===== config.mk =====
export PLATFORM = sky130hd
export DESIGN_NAME = pnm_header_parser
export DESIGN_NICKNAME = d
export VERILOG_FILES = /design/src/pnm_hp_pkg.sv /design/src/pnm_header_parser.sv
export SDC_FILE = /design/constraint.sdc
export NUM_CORES = 1
export LEC_CHECK = 0
export BUFFER_PORTS_ARGS = -buffer_cell sky130_fd_sc_hd__buf_2
export CAP_MARGIN = 15
export CORE_AREA = 4 4 143 159
export DETAILED_ROUTE_END_ITERATION = 7
export DIE_AREA = 0 0 147 163
export GPL_ROUTABILITY_DRIVEN = 0
export MAX_ROUTING_LAYER = met4
export PLACE_DENSITY = 0.58
export SETUP_SLACK_MARGIN = 0.2
export SKIP_LAST_GASP = 1
export SYNTH_ARGS = -nofsm -noshare
export SYNTH_HDL_FRONTEND = slang
export SYNTH_SLANG_ARGS = --single-unit

===== constraint.sdc =====
create_clock -name clk_i -period 6.88 [get_ports clk_i]
set_clock_uncertainty 0.1 [all_clocks]
set_input_delay 1.376 -clock clk_i [delete_from_list [all_inputs] [get_ports clk_i]]
set_output_delay 1.376 -clock clk_i [all_outputs]
set_load 0.05 [all_outputs]

===== src/pnm_hp_pkg.sv =====
// ----------------------------------------------------------------------------
// pnm_hp_pkg: shared types and constants of the pnm header parser
// Holds the transfer payload types, character codes and image kind codes.
// ----------------------------------------------------------------------------
package pnm_hp_pkg;

  // width of the parsed numbers
  localparam int unsigned ValueBits = 16;

  // character codes used by the header syntax
  localparam logic [7:0] CharP     = 8'h50;  // 'P'
  localparam logic [7:0] Char0     = 8'h30;  // '0'
  localparam logic [7:0] Char4     = 8'h34;  // '4'
  localparam logic [7:0] Char6     = 8'h36;  // '6'
  localparam logic [7:0] Char9     = 8'h39;  // '9'
  localparam logic [7:0] CharHash  = 8'h23;  // '#'
  localparam logic [7:0] CharNl    = 8'h0a;  // newline
  localparam logic [7:0] CharSpace = 8'h20;  // space
  localparam logic [7:0] CharTab   = 8'h09;  // tab

  // decimal radix
  localparam int unsigned Radix = 10;

  // image kind codes
  localparam logic [1:0] KindBitmap = 2'd0;
  localparam logic [1:0] KindGray   = 2'd1;
  localparam logic [1:0] KindColor  = 2'd2;

  // header field index codes
  localparam logic [1:0] FieldWidth  = 2'd0;
  localparam logic [1:0] FieldHeight = 2'd1;
  localparam logic [1:0] FieldMax    = 2'd2;

  // input transfer payload
  typedef struct packed {
    logic [7:0] data_byte;
    logic       end_of_stream;
  } pnm_in_t;

  // result transfer payload
  typedef struct packed {
    logic                 header_ok;
    logic [1:0]           image_kind;
    logic [ValueBits-1:0] image_width;
    logic [ValueBits-1:0] image_height;
    logic [ValueBits-1:0] max_value;
    logic                 value_saturated;
  } pnm_out_t;

endpackage


===== src/pnm_header_parser.sv =====
// ----------------------------------------------------------------------------
// pnm_header_parser: binary pnm header parser, one byte per cycle when not stalled
// Parses magic, width, height and (P5/P6 only) max value of a P4/P5/P6 header and gives
// one result per stream.
// ----------------------------------------------------------------------------
//   channel | direction | handshake                | payload
//   --------+-----------+--------------------------+----------------------
//   in      | input     | in_valid_i / in_stall_o  | in_data_i  (pnm_in_t)
//   out     | output    | out_valid_o / out_stall_i| out_data_o (pnm_out_t)
//
// One byte is taken per cycle while the input is not stalled; the parse state
// updates in the cycle of the transfer and a result is registered before it shows.
// A two-entry output (result register plus skid register) sets the rate: the
// input stalls only while the skid register is occupied.
// Reset returns the parser to the start of a stream; end_of_stream does too.
// ----------------------------------------------------------------------------
module pnm_header_parser (
  input  logic                 clk_i,
  input  logic                 rst_ni,
  input  logic                 in_valid_i,
  output logic                 in_stall_o,
  input  pnm_hp_pkg::pnm_in_t  in_data_i,
  output logic                 out_valid_o,
  input  logic                 out_stall_i,
  output pnm_hp_pkg::pnm_out_t out_data_o
);

  localparam int unsigned VB   = pnm_hp_pkg::ValueBits;
  localparam int unsigned AccW = VB + 4;
  localparam logic [AccW-1:0] VMaxWide = AccW'({VB{1'b1}});

  typedef enum logic [2:0] {
    ST_LEAD,
    ST_LEAD_CMT,
    ST_MAGIC,
    ST_SEP,
    ST_CMT,
    ST_NUM,
    ST_DONE
  } state_e;

  state_e          state_q, state_d;
  logic [1:0]      field_q, field_d;
  logic [VB-1:0]   acc_q, acc_d;
  logic [1:0]      kind_q, kind_d;
  logic [VB-1:0]   width_q, width_d;
  logic [VB-1:0]   height_q, height_d;
  logic            ovf_q, ovf_d;

  logic            out_valid_q, skid_valid_q;
  pnm_hp_pkg::pnm_out_t out_q, skid_q;

  logic            in_fire;
  logic            res_valid;
  logic            res_ok;
  logic [VB-1:0]   res_last;
  pnm_hp_pkg::pnm_out_t res;

  logic [7:0]      ch;
  logic            is_digit, is_space;
  logic [3:0]      digit;
  logic [AccW-1:0] acc_wide;
  logic [1:0]      last_field;
  logic            do_sep;
  logic [1:0]      sep_field;

  assign in_fire = in_valid_i && !in_stall_o;
  assign ch      = in_data_i.data_byte;

  // byte classes and decimal accumulate
  assign is_digit   = (ch >= pnm_hp_pkg::Char0) && (ch <= pnm_hp_pkg::Char9);
  assign is_space   = (ch == pnm_hp_pkg::CharSpace) || (ch == pnm_hp_pkg::CharTab) ||
                      (ch == pnm_hp_pkg::CharNl);
  assign digit      = 4'(ch - pnm_hp_pkg::Char0);
  assign acc_wide   = AccW'(acc_q) * AccW'(pnm_hp_pkg::Radix) + AccW'(digit);
  assign last_field = (kind_q == pnm_hp_pkg::KindBitmap) ? pnm_hp_pkg::FieldHeight
                                                         : pnm_hp_pkg::FieldMax;

  // parse step for one transfer
  always_comb begin
    state_d   = state_q;
    field_d   = field_q;
    acc_d     = acc_q;
    kind_d    = kind_q;
    width_d   = width_q;
    height_d  = height_q;
    ovf_d     = ovf_q;
    res_valid = 1'b0;
    res_ok    = 1'b0;
    res_last  = acc_q;
    do_sep    = 1'b0;
    sep_field = field_q;
    if (in_fire) begin
      if (in_data_i.end_of_stream) begin
        // end of stream: report unless done, then restart
        if (state_q != ST_DONE) begin
          res_valid = 1'b1;
          res_ok    = (state_q == ST_NUM) && (field_q == last_field);
        end
        state_d  = ST_LEAD;
        field_d  = pnm_hp_pkg::FieldWidth;
        acc_d    = '0;
        kind_d   = pnm_hp_pkg::KindBitmap;
        width_d  = '0;
        height_d = '0;
        ovf_d    = 1'b0;
      end else begin
        unique case (state_q)
          ST_LEAD: begin
            if (ch == pnm_hp_pkg::CharHash) begin
              state_d = ST_LEAD_CMT;
            end else if (ch == pnm_hp_pkg::CharP) begin
              state_d = ST_MAGIC;
            end else begin
              res_valid = 1'b1;
              state_d   = ST_DONE;
            end
          end
          ST_LEAD_CMT: begin
            if (ch == pnm_hp_pkg::CharNl) begin
              state_d = ST_LEAD;
            end
          end
          ST_MAGIC: begin
            if ((ch >= pnm_hp_pkg::Char4) && (ch <= pnm_hp_pkg::Char6)) begin
              kind_d  = 2'(ch - pnm_hp_pkg::Char4);
              field_d = pnm_hp_pkg::FieldWidth;
              state_d = ST_SEP;
            end else begin
              res_valid = 1'b1;
              state_d   = ST_DONE;
            end
          end
          ST_CMT: begin
            if (ch == pnm_hp_pkg::CharNl) begin
              state_d = ST_SEP;
            end
          end
          ST_NUM: begin
            if (is_digit) begin
              if (acc_wide > VMaxWide) begin
                acc_d = VB'(VMaxWide);
                ovf_d = 1'b1;
              end else begin
                acc_d = VB'(acc_wide);
              end
            end else if (field_q == last_field) begin
              res_valid = 1'b1;
              res_ok    = 1'b1;
              state_d   = ST_DONE;
            end else begin
              // number ends; the byte is then taken as a separator
              if (field_q == pnm_hp_pkg::FieldWidth) begin
                width_d = acc_q;
              end else begin
                height_d = acc_q;
              end
              acc_d     = '0;
              sep_field = field_q + 2'd1;
              do_sep    = 1'b1;
            end
          end
          ST_SEP: begin
            do_sep = 1'b1;
          end
          ST_DONE: begin
          end
          default: begin
          end
        endcase

        // separator handling between fields
        if (do_sep) begin
          field_d = sep_field;
          if (is_space) begin
            state_d = ST_SEP;
          end else if (ch == pnm_hp_pkg::CharHash) begin
            state_d = ST_CMT;
          end else if (is_digit) begin
            acc_d   = VB'(digit);
            state_d = ST_NUM;
          end else begin
            res_valid = 1'b1;
            state_d   = ST_DONE;
          end
        end
      end
    end
  end

  // result fields; a failure reports all zero
  always_comb begin
    res = '0;
    if (res_ok) begin
      res.header_ok       = 1'b1;
      res.image_kind      = kind_q;
      res.image_width     = width_q;
      res.value_saturated = ovf_q;
      if (kind_q == pnm_hp_pkg::KindBitmap) begin
        res.image_height = res_last;
        res.max_value    = '0;
      end else begin
        res.image_height = height_q;
        res.max_value    = res_last;
      end
    end
  end

  // parse state
  always_ff @(posedge clk_i or negedge rst_ni) begin
    if (!rst_ni) begin
      state_q  <= ST_LEAD;
      field_q  <= pnm_hp_pkg::FieldWidth;
      acc_q    <= '0;
      kind_q   <= pnm_hp_pkg::KindBitmap;
      width_q  <= '0;
      height_q <= '0;
      ovf_q    <= 1'b0;
    end else begin
      state_q  <= state_d;
      field_q  <= field_d;
      acc_q    <= acc_d;
      kind_q   <= kind_d;
      width_q  <= width_d;
      height_q <= height_d;
      ovf_q    <= ovf_d;
    end
  end

  // output register and skid register control
  always_ff @(posedge clk_i or negedge rst_ni) begin
    if (!rst_ni) begin
      out_valid_q  <= 1'b0;
      skid_valid_q <= 1'b0;
    end else begin
      if (!out_valid_q || !out_stall_i) begin
        if (skid_valid_q) begin
          out_valid_q  <= 1'b1;
          skid_valid_q <= 1'b0;
        end else begin
          out_valid_q <= res_valid;
        end
      end else if (res_valid) begin
        skid_valid_q <= 1'b1;
      end
    end
  end

  // output and skid payload
  always_ff @(posedge clk_i) begin
    if (!out_valid_q || !out_stall_i) begin
      if (skid_valid_q) begin
        out_q <= skid_q;
      end else if (res_valid) begin
        out_q <= res;
      end
    end else if (res_valid) begin
      skid_q <= res;
    end
  end

  assign in_stall_o  = skid_valid_q;
  assign out_valid_o = out_valid_q;
  assign out_data_o  = out_q;

  // checks
  a_skid_behind_out: assert property (@(posedge clk_i) disable iff (!rst_ni)
    skid_valid_q |-> out_valid_q)
    else $error("skid register holds a result while the output is empty");

  a_eos_restarts: assert property (@(posedge clk_i) disable iff (!rst_ni)
    (in_fire && in_data_i.end_of_stream) |=> (state_q == ST_LEAD && ovf_q == 1'b0))
    else $error("end of stream did not restart the parser");

  a_fail_zero: assert property (@(posedge clk_i) disable iff (!rst_ni)
    (out_valid_o && !out_data_o.header_ok) |->
      (out_data_o.image_width == '0 && out_data_o.image_height == '0 &&
       out_data_o.max_value == '0 && out_data_o.image_kind == 2'd0 &&
       !out_data_o.value_saturated))
    else $error("failure result carries nonzero fields");

  a_one_result: assert property (@(posedge clk_i) disable iff (!rst_ni)
    (res_valid && !(in_fire && in_data_i.end_of_stream)) |=> (state_q == ST_DONE))
    else $error("parser continued after giving a result");

endmodule


==> qor_table.md <==
| Parameter | Value | Unit |
|:---|:---|:---|
| Row cnt | 56 | - |
| Post-layout min period | 4480 | ps |
| Cell repeated most along the worst path | ha_1 | - |
| Number of remaining DRC errors | 0 | - |
| Port buffer count | 66 | - |
| Number of distinct standard cells referenced by the synthesized netlist | 71 | - |
| Total number of nets in the final design | 860 | - |
| Comb pwr share | 26.5 | % |
| Number of antenna violations at the first check in global routing | 0 | - |
| Placeable core region | 0.0211 | sq mm |
| Quantity of hold-fixing buffers added after cts | 0 | - |
| Count of cells resized by post-cts repair | 0 | - |
| Part of the cycle the worst path needs | 65.1 | % |
| Critical path arrival | 4640 | ps |
| Crit path largest cell delay | 580 | ps |
| Max_cap viols | 0 | - |
| Maximum count of clock buffers along a single path | 2 | - |
| Cell Count, Final, Fillers Out | 1116 | - |
| Total Routing Usage GR | 16.5 | % |
| Max_slew headroom | 27.4 | % |
| Via count of the first global-routing pass | 5728 | - |
| Cell-by-cell trace of the critical path | ha_1 > ha_1 > inv_1 > fa_1 > nand2b_1 > a21o_1 > o2bb2ai_1 > a311oi_1 > nand3_1 > or4_4 > a21oi_2 > a41oi_1 | - |
| Clk sinks | 162 | - |
| Sequential area share after synthesis | 55.1 | % |
| Maximum clock rate | 0.223 | GHz |
| Synth area leaders | edfxtp_1 38%, dfrtp_1 17%, a21o_1 4.9% | - |
| CTS tree | built | - |
| Growth of design area from synthesis to finish | 15.1 | % |
| Dominant delay contributor by cell family on the critical path | compound AO/OA/AOI/OAI gates | - |
| Die boundary width | 147 | um |
| Clock Root Buffer | clkbuf_16 | - |
| Total standard cell area after synthesis | 0.00830 | sq mm |
| Type of destination of the critical path | register | - |
| Unrepaired setup endpoints after global routing | no | - |
| Primary FF master, synth | edfxtp_1 | - |
| Count of boundary I/O pins | 67 | - |
| Buf/Inv on CP | 1 | - |
| Final number of max-transition violations | 0 | - |
| Hold Violations, Final | 0 | - |
| Post-synthesis cell count | 755 | - |
| Synthesized Nets | 802 | - |
| Post-DR vias/cell | 5.31 | - |
| Fraction of power spent switching nets | 35.4 | % |
| Deepest level of the CTS H-tree | 4 | - |
| Met1 layer wirelength in the final routing | 8440 | um |
| Number of flops mapped to enable cells by yosys | 104 | - |
| Clock input transition at the sequential cells of the worst setup and hold paths | 70 | ps |
| Number of cells in the design after placement | 1084 | - |
| Leakage power | 4.13 | nW |
| Initial Utilization | 39.4 | % |
| Largest net degree at the start of global routing | 59 | - |
| Proportion of layout cells with a drive suffix above 1 | 15.6 | % |
| Top fanout value on the critical path | 16 | - |
| Power density over cell area | 335 | mW/mm^2 |
| Routed length on met3 | 679 | um |
| Count of antenna-violating nets left after detailed routing | 0 | - |
| FFs w/ async S/R, synth | 35.8 | % |
| Required time at the worst-slack endpoint | 7040 | ps |
| Synth top cells by count | 104 x edfxtp_1, 79 x nand2_1, 60 x o21ai_0 | - |
| Placed wire-length estimate | 12700 | um |
| Detailed router's first-iteration violation count | 459 | - |
| Most instantiated library cell after synthesis | edfxtp_1 | - |
| Synth warnings | 0 | - |
| Total met2 wirelength after detailed routing | 9490 | um |
| Routed wire per std cell | 16.9 | um |
| Fraction of power consumed by the clock network | 31.0 | % |
| Die Height | 163 | um |
| FF+latch count, synth | 162 | - |
| Part of the power in registers | 42.5 | % |
| Post-layout power | 3.20 | mW |
| Ant. Diodes | 0 | - |
| Net switching power figure | 1.13 | mW |
| Critical Setup Path Class | register to register | - |
| Setup bufs post-CTS | 0 | - |
| Core utilization of the finished layout | 45.3 | % |
| Library cell with the largest summed area after synthesis | edfxtp_1 | - |
| Critical path's slowest cell | a311oi_1 | - |
| Routed vias | 5926 | - |
| Endpoints failing setup | 0 | - |
| Topmost layer with routed signal wires | met4 | - |
| Worst skew pair latency | 420 | ps |
| Per-instance average area after synthesis | 11.0 | sq um |
| Num CTS Buffers | 17 | - |
| Routed WL | 18800 | um |
| Total iterations of the first detailed-routing run | 5 | - |
| Final-layout setup total negative slack | 0 | ps |
| Type of element launching the critical path | register | - |
| Overflow after GRT | 0 | - |
| Worst hold margin | 376 | ps |
| Worst IR drop on VDD | 0.130 | mV |
| Hold Path Class | register to register | - |
| Die Area | 0.0240 | sq mm |
| Result of the run | finished clean | - |
| Area share of the leading cell type in the synthesized netlist | 37.6 | % |
| Actual transition at the worst max-transition pin | 1090 | ps |
| Global-route wire length before repair | 30500 | um |
| Internal power contribution | 2.07 | mW |
## logic make-up after synthesis
| logic type | after synthesis | synth area share, % |
|---|---|---|
| and+or+nand+nor | 213 | 13.0 |
| DFF | 162 | 55.1 |
| buffers and inverters | 68 | 3.24 |
| adders and majority gates | 34 | 5.30 |
| xor gates and xnor gates | 17 | 1.79 |
| AOI/OAI and AO/OA | 238 | 18.7 |
| muxes | 23 | 2.92 |
## placed cells by master (no fill, tap or decap), drive strengths merged, types with 19 or more instances in the layout
master,count
nor2,46
ha,32
and2,23
dfrtp,58
o21ai,61
edfxtp,104
nand2,79
a21oi,53
buf,74
a21o,54
clkbuf,19
inv,35
## stage by stage
stage / setup WS (ps) / cell area [sq um]
finish: 2400 / 9560
global route: 2130 / 9560
CTS: 2380 / 9560
detailed placement: 2180 / 8940
global placement: 2220 / 8940
floorplan: 1210 / 8310
## power groups by stage
stage          logic (mW)  registers [mW]  clock network [mW]
2_1_floorplan       0.302            1.73                   0
3_3_place_gp        0.857            1.38                   0
3_5_place_dp        0.859            1.39                   0
4_1_cts             0.860            1.37                1.01
5_1_grt             0.903            1.39                1.06
6_report            0.849            1.36               0.992
## cell type report
| cell class | count | area (sq um) |
|---|---|---|
| fill | 2014 | 11500 |
| sequential | 162 | 4580 |
| multi-input combinational | 525 | 3480 |
| clock buffer | 19 | 443 |
| timing repair buffer | 74 | 390 |
| tap | 290 | 363 |
| clock inverter | 13 | 181 |
| inverter | 33 | 124 |
## registers in the layout, indices dropped and copies added, names as in the netlist
name,count
field_q,2
width_q,16
height_q,16
out_data_o,52
ovf_q,1
kind_q,2
in_stall_o,1
acc_q,16
out_valid_o,1
skid_q,52
state_q,3
## final timing paths
check,endpoint,startpoint,slack [ps],cells past startpoint
setup / recovery,acc_q[2]$_DFFE_PN0P_,acc_q[1]$_DFFE_PN0P_,2400,12
hold / removal,height_q[13]$_DFFE_PN0P_,height_q[13]$_DFFE_PN0P_,380,2
min in group asynchronous,width_q[13]$_DFFE_PN0P_,rst_ni,1000,2
max in group asynchronous,in_stall_o$_DFFE_PN0P_,rst_ni,5110,2
setup reg to reg,acc_q[2]$_DFFE_PN0P_,acc_q[1]$_DFFE_PN0P_,2400,12
hold reg to reg,height_q[13]$_DFFE_PN0P_,height_q[13]$_DFFE_PN0P_,380,2
## per-layer routing
layer	track usage (%)	up-vias
met5	-	-
met1	21.4	2870
met3	2.81	21
met4	4.24	0
li1	-	2925
met2	27.1	110
## worst reg2reg max path: cells and delay by family (launching register included)
family          cells  cell delay [ps]
simple gates        3              860
compound gates      5             1800
flops               1              530
fa+ha+maj           3              960
buf+inv             1               60
No activity file was read; power rests on OpenSTA's default activity.
